===== src/rtl/pcms16_pkg.sv =====
`default_nettype none
package pcms16_pkg;

    typedef enum logic [1:0] {
        FMT_S16   = 2'd0,
        FMT_S24   = 2'd1,
        FMT_S32   = 2'd2,
        FMT_FLOAT = 2'd3
    } t_fmt;

    localparam int          SAMPLE_W   = 32;
    localparam int          PCM_W      = 16;
    localparam int          SIG_W      = 24;
    localparam int          SH_W       = 5;
    localparam logic [7:0]  EXP_SPECIAL = 8'hFF;
    // Biased exponent of 1.0: anything at or above this is full scale.
    localparam logic [7:0]  EXP_ONE    = 8'd127;
    // At or below this exponent the scaled magnitude is under one half.
    localparam logic [7:0]  EXP_TINY   = 8'd110;
    // Shift of the 24-bit significand that leaves one fraction bit.
    localparam logic [7:0]  SHIFT_BASE = 8'd134;
    localparam logic [15:0] PCM_MAX    = 16'h7FFF;
    localparam logic [15:0] PCM_MIN    = 16'h8000;

    // Result of the decode stage.
    typedef struct packed {
        logic              is_float;  // rounding still to do
        logic              sign;
        logic [SIG_W-1:0]  sig;
        logic [SH_W-1:0]   sh;
        logic [PCM_W-1:0]  direct;    // final value when not is_float
        logic              silent;
        logic              last;
    } t_s1;

endpackage
`default_nettype wire


===== src/rtl/pcms16_decode.sv =====
`default_nettype none
module pcms16_decode (
    input  wire logic [pcms16_pkg::SAMPLE_W-1:0] i_bits,
    input  wire pcms16_pkg::t_fmt                i_fmt,
    input  wire logic                            i_silent,
    input  wire logic                            i_last,
    output pcms16_pkg::t_s1                      o_dec
);

    logic [7:0] w_exp;
    logic [7:0] w_sh;

    assign w_exp = i_bits[30:23];
    assign w_sh  = pcms16_pkg::SHIFT_BASE - w_exp;

    always_comb begin
        o_dec.is_float = 1'b0;
        o_dec.sign     = i_bits[31];
        o_dec.sig      = {1'b1, i_bits[22:0]};
        o_dec.sh       = w_sh[pcms16_pkg::SH_W-1:0];
        o_dec.direct   = '0;
        o_dec.silent   = i_silent;
        o_dec.last     = i_last;
        case (i_fmt)
            pcms16_pkg::FMT_S16: begin
                o_dec.direct = i_bits[15:0];
            end
            pcms16_pkg::FMT_S24: begin
                o_dec.direct = i_bits[23:8];
            end
            pcms16_pkg::FMT_S32: begin
                o_dec.direct = i_bits[31:16];
            end
            default: begin
                if (w_exp == pcms16_pkg::EXP_SPECIAL) begin
                    o_dec.direct = '0;
                end else if (w_exp >= pcms16_pkg::EXP_ONE) begin
                    o_dec.direct = i_bits[31] ? pcms16_pkg::PCM_MIN : pcms16_pkg::PCM_MAX;
                end else if (w_exp <= pcms16_pkg::EXP_TINY) begin
                    o_dec.direct = '0;
                end else begin
                    o_dec.is_float = 1'b1;
                end
            end
        endcase
    end

endmodule
`default_nettype wire


===== src/rtl/pcm_to_s16_converter.sv =====
`default_nettype none
// Channel   | valid    | stall    | payload
// ----------+----------+----------+-------------------------------------------
// input     | i_valid  | o_stall  | i_sample_bits, i_silent, i_last_in_packet
// output    | o_valid  | i_stall  | o_pcm16, o_last_in_packet_res
// config    | i_cfg_we | -        | i_cfg_wdata (sample format)
//
// Each item passes three register stages: decode, significand shift, and
// round/saturate/negate. One item is taken per clock while o_stall is low.
// The whole pipeline advances together unless the output stage holds
// an item that is stalled, so nothing is dropped or repeated. Reset is
// synchronous and clears the valid bits and the format register (s16).
module pcm_to_s16_converter (
    input  wire logic        i_clk,
    input  wire logic        i_rst_n,
    input  wire logic        i_cfg_we,
    input  wire logic [1:0]  i_cfg_wdata,
    input  wire logic        i_valid,
    output logic             o_stall,
    input  wire logic [31:0] i_sample_bits,
    input  wire logic        i_silent,
    input  wire logic        i_last_in_packet,
    output logic             o_valid,
    input  wire logic        i_stall,
    output logic signed [15:0] o_pcm16,
    output logic             o_last_in_packet_res
);

    pcms16_pkg::t_fmt r_fmt;

    pcms16_pkg::t_s1 w_dec;
    pcms16_pkg::t_s1 r_s1;
    logic            r_v1;

    // Stage 2 keeps the shifted significand: one fraction bit below the
    // integer magnitude, which fits in 16 bits since the shift is at least 8.
    logic [15:0]     r_q;
    logic            r_v2;
    logic            r_f2;
    logic            r_sign2;
    logic [15:0]     r_direct2;
    logic            r_silent2;
    logic            r_last2;

    logic            r_v3;
    logic [15:0]     r_pcm;
    logic            r_last3;

    logic            w_en;
    logic [23:0]     w_shifted;
    logic [16:0]     w_sum;
    logic [15:0]     w_mag;
    logic [15:0]     w_res;

    assign w_en    = !(r_v3 && i_stall);
    assign o_stall = !w_en;

    always_ff @(posedge i_clk) begin
        if (!i_rst_n) begin
            r_fmt <= pcms16_pkg::FMT_S16;
        end else if (i_cfg_we) begin
            r_fmt <= pcms16_pkg::t_fmt'(i_cfg_wdata);
        end
    end

    pcms16_decode u_decode (
        .i_bits   (i_sample_bits),
        .i_fmt    (r_fmt),
        .i_silent (i_silent),
        .i_last   (i_last_in_packet),
        .o_dec    (w_dec)
    );

    assign w_shifted = r_s1.sig >> r_s1.sh;

    // Half away from zero: add the fraction bit, then drop it.
    assign w_sum = {1'b0, r_q} + 17'd1;
    assign w_mag = w_sum[16:1];

    always_comb begin
        if (!r_f2) begin
            w_res = r_direct2;
        end else if (r_sign2) begin
            w_res = 16'(~w_mag + 16'd1);
        end else if (w_mag[15]) begin
            w_res = pcms16_pkg::PCM_MAX;
        end else begin
            w_res = w_mag;
        end
        if (r_silent2) begin
            w_res = '0;
        end
    end

    always_ff @(posedge i_clk) begin
        if (!i_rst_n) begin
            r_v1 <= 1'b0;
            r_v2 <= 1'b0;
            r_v3 <= 1'b0;
        end else if (w_en) begin
            r_v1 <= i_valid;
            r_v2 <= r_v1;
            r_v3 <= r_v2;
        end
    end

    always_ff @(posedge i_clk) begin
        if (w_en) begin
            r_s1      <= w_dec;
            r_q       <= w_shifted[15:0];
            r_f2      <= r_s1.is_float;
            r_sign2   <= r_s1.sign;
            r_direct2 <= r_s1.direct;
            r_silent2 <= r_s1.silent;
            r_last2   <= r_s1.last;
            r_pcm     <= w_res;
            r_last3   <= r_last2;
        end
    end

    assign o_valid              = r_v3;
    assign o_pcm16              = r_pcm;
    assign o_last_in_packet_res = r_last3;

endmodule
`default_nettype wire


===== config.mk =====
export PLATFORM = sky130hd
export DESIGN_NAME = pcm_to_s16_converter
export DESIGN_NICKNAME = d
export VERILOG_FILES = /design/src/rtl/pcms16_pkg.sv /design/src/rtl/pcms16_decode.sv /design/src/rtl/pcm_to_s16_converter.sv
export SDC_FILE = /design/constraint.sdc
export NUM_CORES = 1
export LEC_CHECK = 0
export ABC_AREA = 1
export BUFFER_PORTS_ARGS = -buffer_cell sky130_fd_sc_hd__buf_2
export CORE_MARGIN = 10
export CORE_UTILIZATION = 60
export CTS_BUF_LIST = sky130_fd_sc_hd__clkbuf_4 sky130_fd_sc_hd__clkbuf_8 sky130_fd_sc_hd__clkbuf_16
export CTS_CLUSTER_DIAMETER = 100
export CTS_CLUSTER_SIZE = 30
export DETAILED_ROUTE_END_ITERATION = 7
export PLACE_DENSITY = 0.81
export SLEW_MARGIN = 30
export SYNTH_ARGS = -nofsm -noshare
export SYNTH_HDL_FRONTEND = slang
export SYNTH_SLANG_ARGS = --single-unit

===== constraint.sdc =====
create_clock -name i_clk -period 6.1 [get_ports i_clk]
set_clock_uncertainty 0.15 [all_clocks]
set_input_delay 0.61 -clock i_clk [delete_from_list [all_inputs] [get_ports i_clk]]
set_output_delay 0.61 -clock i_clk [all_outputs]
set_load 0.05 [all_outputs]

# ---- After elaboration in Yosys (flattened, before gate mapping)
# Cells that the tools add are included.
dict set report classes {
  n_addsub 3
  order_cmp 2
  eq_ne 3
  n_shift 1
  mux 8
  bitwise 1
  n_reduce_logical 3
}
# cell n
set ops {}
lappend ops {{2-to-1 mux 16 bit} 5}
lappend ops {{case mux 16 bit (3 select lines)} 1}
lappend ops {{>> shifter 24 x 5 -> 16 bit} 1}
lappend ops {{adder 16 x 1 -> 17 bit (second input constant)} 1}
lappend ops {{adder 16 x 1 -> 16 bit (second input constant)} 1}
lappend ops {{inverter 16 bit} 1}
lappend ops {{2-to-1 mux 15 bit} 1}
lappend ops {{equality test 8 bit (second input constant)} 1}
lappend ops {{>= comparator 8 x 7 -> 1 bit (second input constant)} 1}
lappend ops {{<= comparator 8 x 7 -> 1 bit (second input constant)} 1}
lappend ops {{OR reduction 5 bit} 1}
lappend ops {{subtractor 3 x 5 -> 5 bit (first input constant)} 1}
lappend ops {{equality test 2 x 1 -> 1 bit (second input constant)} 1}
lappend ops {{equality test 2 bit (second input constant)} 1}
lappend ops {{logical NOT 2 bit} 1}
lappend ops {{logical AND 1 bit} 1}
lappend ops {{2-to-1 mux 1 bit} 1}
dict set report word_totals {
  register_bits 106
  input_bits 41
  out_inout_bits 19
  wordCells 40
}

# ---- Logic depth before layout (Yosys ltp)
dict set report depth {
  depth_word 5
  ltp_mapped 15
  mapped_depth_nobuf 14
}

# ---- Modules after synthesis
# A second synthesis with hierarchy kept.
dict set report hier_totals {
  cells_unflattened 748
  hier_area_um2 6433.7
}
# module instances cells_each area_each_um2 seq_area_each_um2
set modules_own_cells {}
lappend modules_own_cells {pcm_to_s16_converter 1 590 5418.9 3163.0}
lappend modules_own_cells {pcms16_decode 1 158 1014.7 0.0}

# ---- Worst setup path after synthesis
# Ideal clock, no wire load.
dict set report synth_path {
  path_type {input to output}
  startpoint {in i_stall}
  endpoint {out o_stall}
  arrival_ns 3.784
  required_time_ns 5.340
  slack_ns 1.556
  cell_stages 2
  n_path_buf 0
  path_cell_list {nand2_1 inv_1}
}
dict set report synth_via {
  elab_chain_cells 1
}
# item line_no
set synth_rtl {}
lappend synth_rtl {{start, declared} pcm_to_s16_converter.sv:24} ;# input wire logic i_stall,
lappend synth_rtl {{logical AND 1 bit} pcm_to_s16_converter.sv:55} ;# assign w_en = !(r_v3 && i_stall);
lappend synth_rtl {{end, declared} pcm_to_s16_converter.sv:19} ;# output logic o_stall,
# No other way between the ends.

# ---- Worst setup path after layout
dict set report layout_path {
  startpoint {reg r_s1[18] in the netlist's numbering}
  endpoint {reg r_q[7] (data pin)}
}
dict set report layout_via {
  elab_chain_cells 1
}
# item line_no
set layout_rtl {}
lappend layout_rtl {{start, declared} pcm_to_s16_converter.sv:32} ;# pcms16_pkg::t_s1 r_s1;
lappend layout_rtl {{start signal, assigned} pcm_to_s16_converter.sv:109} ;# r_s1 <= w_dec;
lappend layout_rtl {{>> shifter 24 x 5 -> 16 bit} pcm_to_s16_converter.sv:74} ;# assign w_shifted = r_s1.sig >> r_s1.sh;
lappend layout_rtl {{named net w_shifted[7]} pcm_to_s16_converter.sv:50} ;# logic [23:0] w_shifted;
lappend layout_rtl {{end signal, assigned} pcm_to_s16_converter.sv:110} ;# r_q <= w_shifted[15:0];
lappend layout_rtl {{end, declared} pcm_to_s16_converter.sv:37} ;# logic [15:0] r_q;
# The timed path passes the listed nets, and every way through them passes these cells.
# A chain may end at the register's enable or synchronous reset.

==> impl_metrics.yaml <==
sta:
  finalHoldViolations: 0
  timing.final.crit_period_ps: 2949
  setup_viol: 0
  worstMarginPinSlew_ps: 924.2
  relSlewSlack_pct: 38.16
  setup_slack_ps: 3151
  rsz_0062_raised_after_global_routing: "no"
  final_total_negative_setup_slack_ps: 0
  min_period_over_period_pct: 48.34
  maximum_clock_frequency_mhz: 339.1
  timing_max_transition_violations_final: 0
yosys:
  ys_types: 42
  synth_warnings: 0
  ys_seq_area_share_pct: 52.38
  synthMostInstantiatedCell: "nand2_1"
  synthCells: 694
  synth_area_sq_um: 5981
  post-synth-top-area-fraction_pct: 50.71
  ys_top_cells_by_area: "edfxtp_1 51%, nand2_1 13%, o21ai_0 5.0%, nand3_1 4.4%, inv_1 4.3%"
  synth.ff_latch_count: 106
  ys_async_sr_fraction_pct: 0
  synth_fp_nets: 740
  post_synth_most_frequent_cells: "205 x nand2_1, 101 x edfxtp_1, 68 x inv_1"
  ys_dominant_reg_cell: "edfxtp_1"
  number_of_synthesized_flops_with_an_enable_pin: 101
  post_synth.cell_area_avg_sq_um: 8.618
  synth_top_area_cell: "edfxtp_1"
setup_path:
  rr_startpoint: "r_s1[18]"
  worstPathCellList: "clkinv_1, nand2_1, nand2_1, nand2_1, o21ai_0, nand2_1, o21ai_0, o221ai_1, o21ai_0"
  slowest_cell_on_the_critical_path: "edfxtp_1"
  maximum_cell_stage_delay_along_the_critical_path_ps: 870
  crit_path_end_kind: "flop"
  critPathMostFrequentCell: "nand2_1"
  worstReg2RegEnd: "r_q[7]"
  regToRegSetupSlack_ps: 3150
  worstPathRequired_ps: 6060
  critical_path.startpoint_type: "flop"
  path_max_fanout: 28
  worst_ep_arrival_time_ps: 2910
  worstSetupPathType: "reg2reg"
  rr_worst_depth: 9
finish:
  post_layout_nonfiller_instances: 876
  area_delta_synth_final_pct: 9.435
  nets: 784
  fillers: 799
  antenna-diode-count: 0
  drive_gt1_share_pct: 14.94
  finalCoreUtilization_pct: 67.27
grt:
  global_route.usage.total_pct: 20.22
  grt_overflow: 0
  grt_pass1_vias: 4834
  grt_first_pass_wirelength_microns: 23480
  grt_max_degree: 79
  grt_antenna_before_repair: 0
clock_network:
  post_cts_buffers: 0
  cts_max_path_buffers: 2
  htree_num_levels: 3
  cts_tree: "built"
  post_cts_resize_count: 0
  clk-insertion-delay-late_ps: 370
  cts_hold_buffers: 0
  cts_made_buffers: 9
  cts_root_buf: "clkbuf_8"
  path_clk_slew_ps: 110
  numClockSinks: 106
detailed_routing:
  vias_per_cell: 5.703
  total_vias_in_the_final_route: 4996
  wire_per_inst_microns: 16.53
  drc: 0
  drt_pre_antenna_iters: 7
  initialDrtViolationCount: 517
  routed_wl_microns: 14480
  detail-route-antenna-nets: 0
power:
  power.static_leakage_nw: 2.904
  peakVddDrop_mv: 0.1672
  power.density_cell_area_nw_per_um2: 291.4
worst_hold_path:
  holdCritPathClass: "in2reg"
  hp-start: "i_silent"
  min_to: "r_s1[1]"
  worstHoldPathCells: 1
floorplan:
  ioPinCount: 60
  fp.dieArea_sq_um: 14360
  initial_core_util_pct: 61.47
  dieHeight_microns: 119.8
  std_cell_rows: 36
  core-area_sq_um: 9729
  dieWidth_microns: 119.8
place:
  hpwlAfterDp_microns: 11140
  pre_cts_slack_ps: 3250
  dpl.cell_count: 860
  port_buffers: 59
  gp_congestion: 0.9800
job:
  maxCapViolations: 0
status:
  run_status: "complete, no violations"
==> layout by cell type, fill, tap and decap left out, types with 3 or more instances in the layout <==
cell type / instances
o211ai_1: 5
ha_1: 5
nand4_1: 20
o22ai_1: 3
inv_1: 68
xnor2_1: 5
nand2_1: 204
xor2_1: 4
edfxtp_1: 101
nor3_1: 3
nand3_1: 52
nor2_2: 6
nand2_2: 13
o2111ai_1: 5
buf_2: 59
a31oi_1: 3
dfxtp_1: 5
o221ai_1: 5
clkbuf_8: 9
a21oi_1: 23
nor2_1: 46
nor2_4: 6
o21ai_0: 60
nand2_4: 3
a211oi_1: 3
==> worst max-delay path by stage <==
stage	from	endpoint	slack, ps	depth (start not counted)
global placement	r_s1[18]	r_q[2]	3450	9
floorplan	i_stall	o_stall	1560	2
CTS	r_s1[18]	r_q[7]	3230	9
finish	r_s1[18]	r_q[7]	3150	9
global route	r_s1[18]	r_q[4]	2830	9
detailed placement	r_s1[18]	r_q[7]	3250	9
==> metrics by stage <==
step           total power, W  instance area, sq um  hold WS, ps
3_5_place_dp         0.001463                  6321        254.5
6_report             0.001907                  6545        252.8
4_1_cts              0.001909                  6539        229.7
2_1_floorplan        0.001332                  5981        250.3
5_1_grt              0.002003                  6545        227.4
3_3_place_gp         0.001445                  6321        252.1
==> cell type report <==
type                    instances  area (sq um)  share of cell area, %
flip-flops and latches        106          3133                  47.87
multi-input cells             491          2459                  37.56
repair buffers                 60         306.5                  4.684
inverters                      70         262.8                  4.015
well taps                     133         166.4                  2.543
clock buffers                   9         123.9                  1.893
clock inverters                 7         93.84                  1.434
==> critical path: cells and delay by family, from the launching register on <==
kind / cells / cell delay (ps)
AOI/OAI and AO/OA: 4 / 590
buffers and inverters: 1 / 650
DFF: 1 / 870
and+or+nand+nor: 4 / 420
==> cell families after synthesis <==
family                     Yosys count  synth area share, %
xor gates and xnor gates             9                1.318
AOI/OAI and AO/OA                  115                11.05
buffers and inverters               97                6.673
DFF                                106                52.39
muxes                                1               0.1674
adders and majority gates            5                1.046
and+or+nand+nor                    361                27.36
==> power breakdown <==
group / total [W] / switching, W / leakage [nW] / internal, W
logic: 0.000474 / 0.000331 / 1.65 / 0.000143
clock network: 0.000451 / 0.000250 / 0.107 / 0.000201
registers: 0.000982 / 0.0000777 / 1.14 / 0.000905
==> layer usage <==
metal / up-vias / track usage, % / wire length, microns
met4: 0 / 9.879 / 575
met2: 224 / 32.74 / 6863
met1: 2281 / 24.93 / 6092
li1: 2449 / - / -
met5: - / 0 / 0
met3: 42 / 4.829 / 948
==> registers in the layout (all words and copies together) (netlist names) <==
register,flops
r_s1,48
o_pcm16,16
r_direct2,16
r_q,16
r_fmt,2
o_last_in_packet_res,1
o_valid,1
r_f2,1
r_last2,1
r_sign2,1
r_silent2,1
r_v1,1
r_v2,1
(Power assumes the default switching activity.)
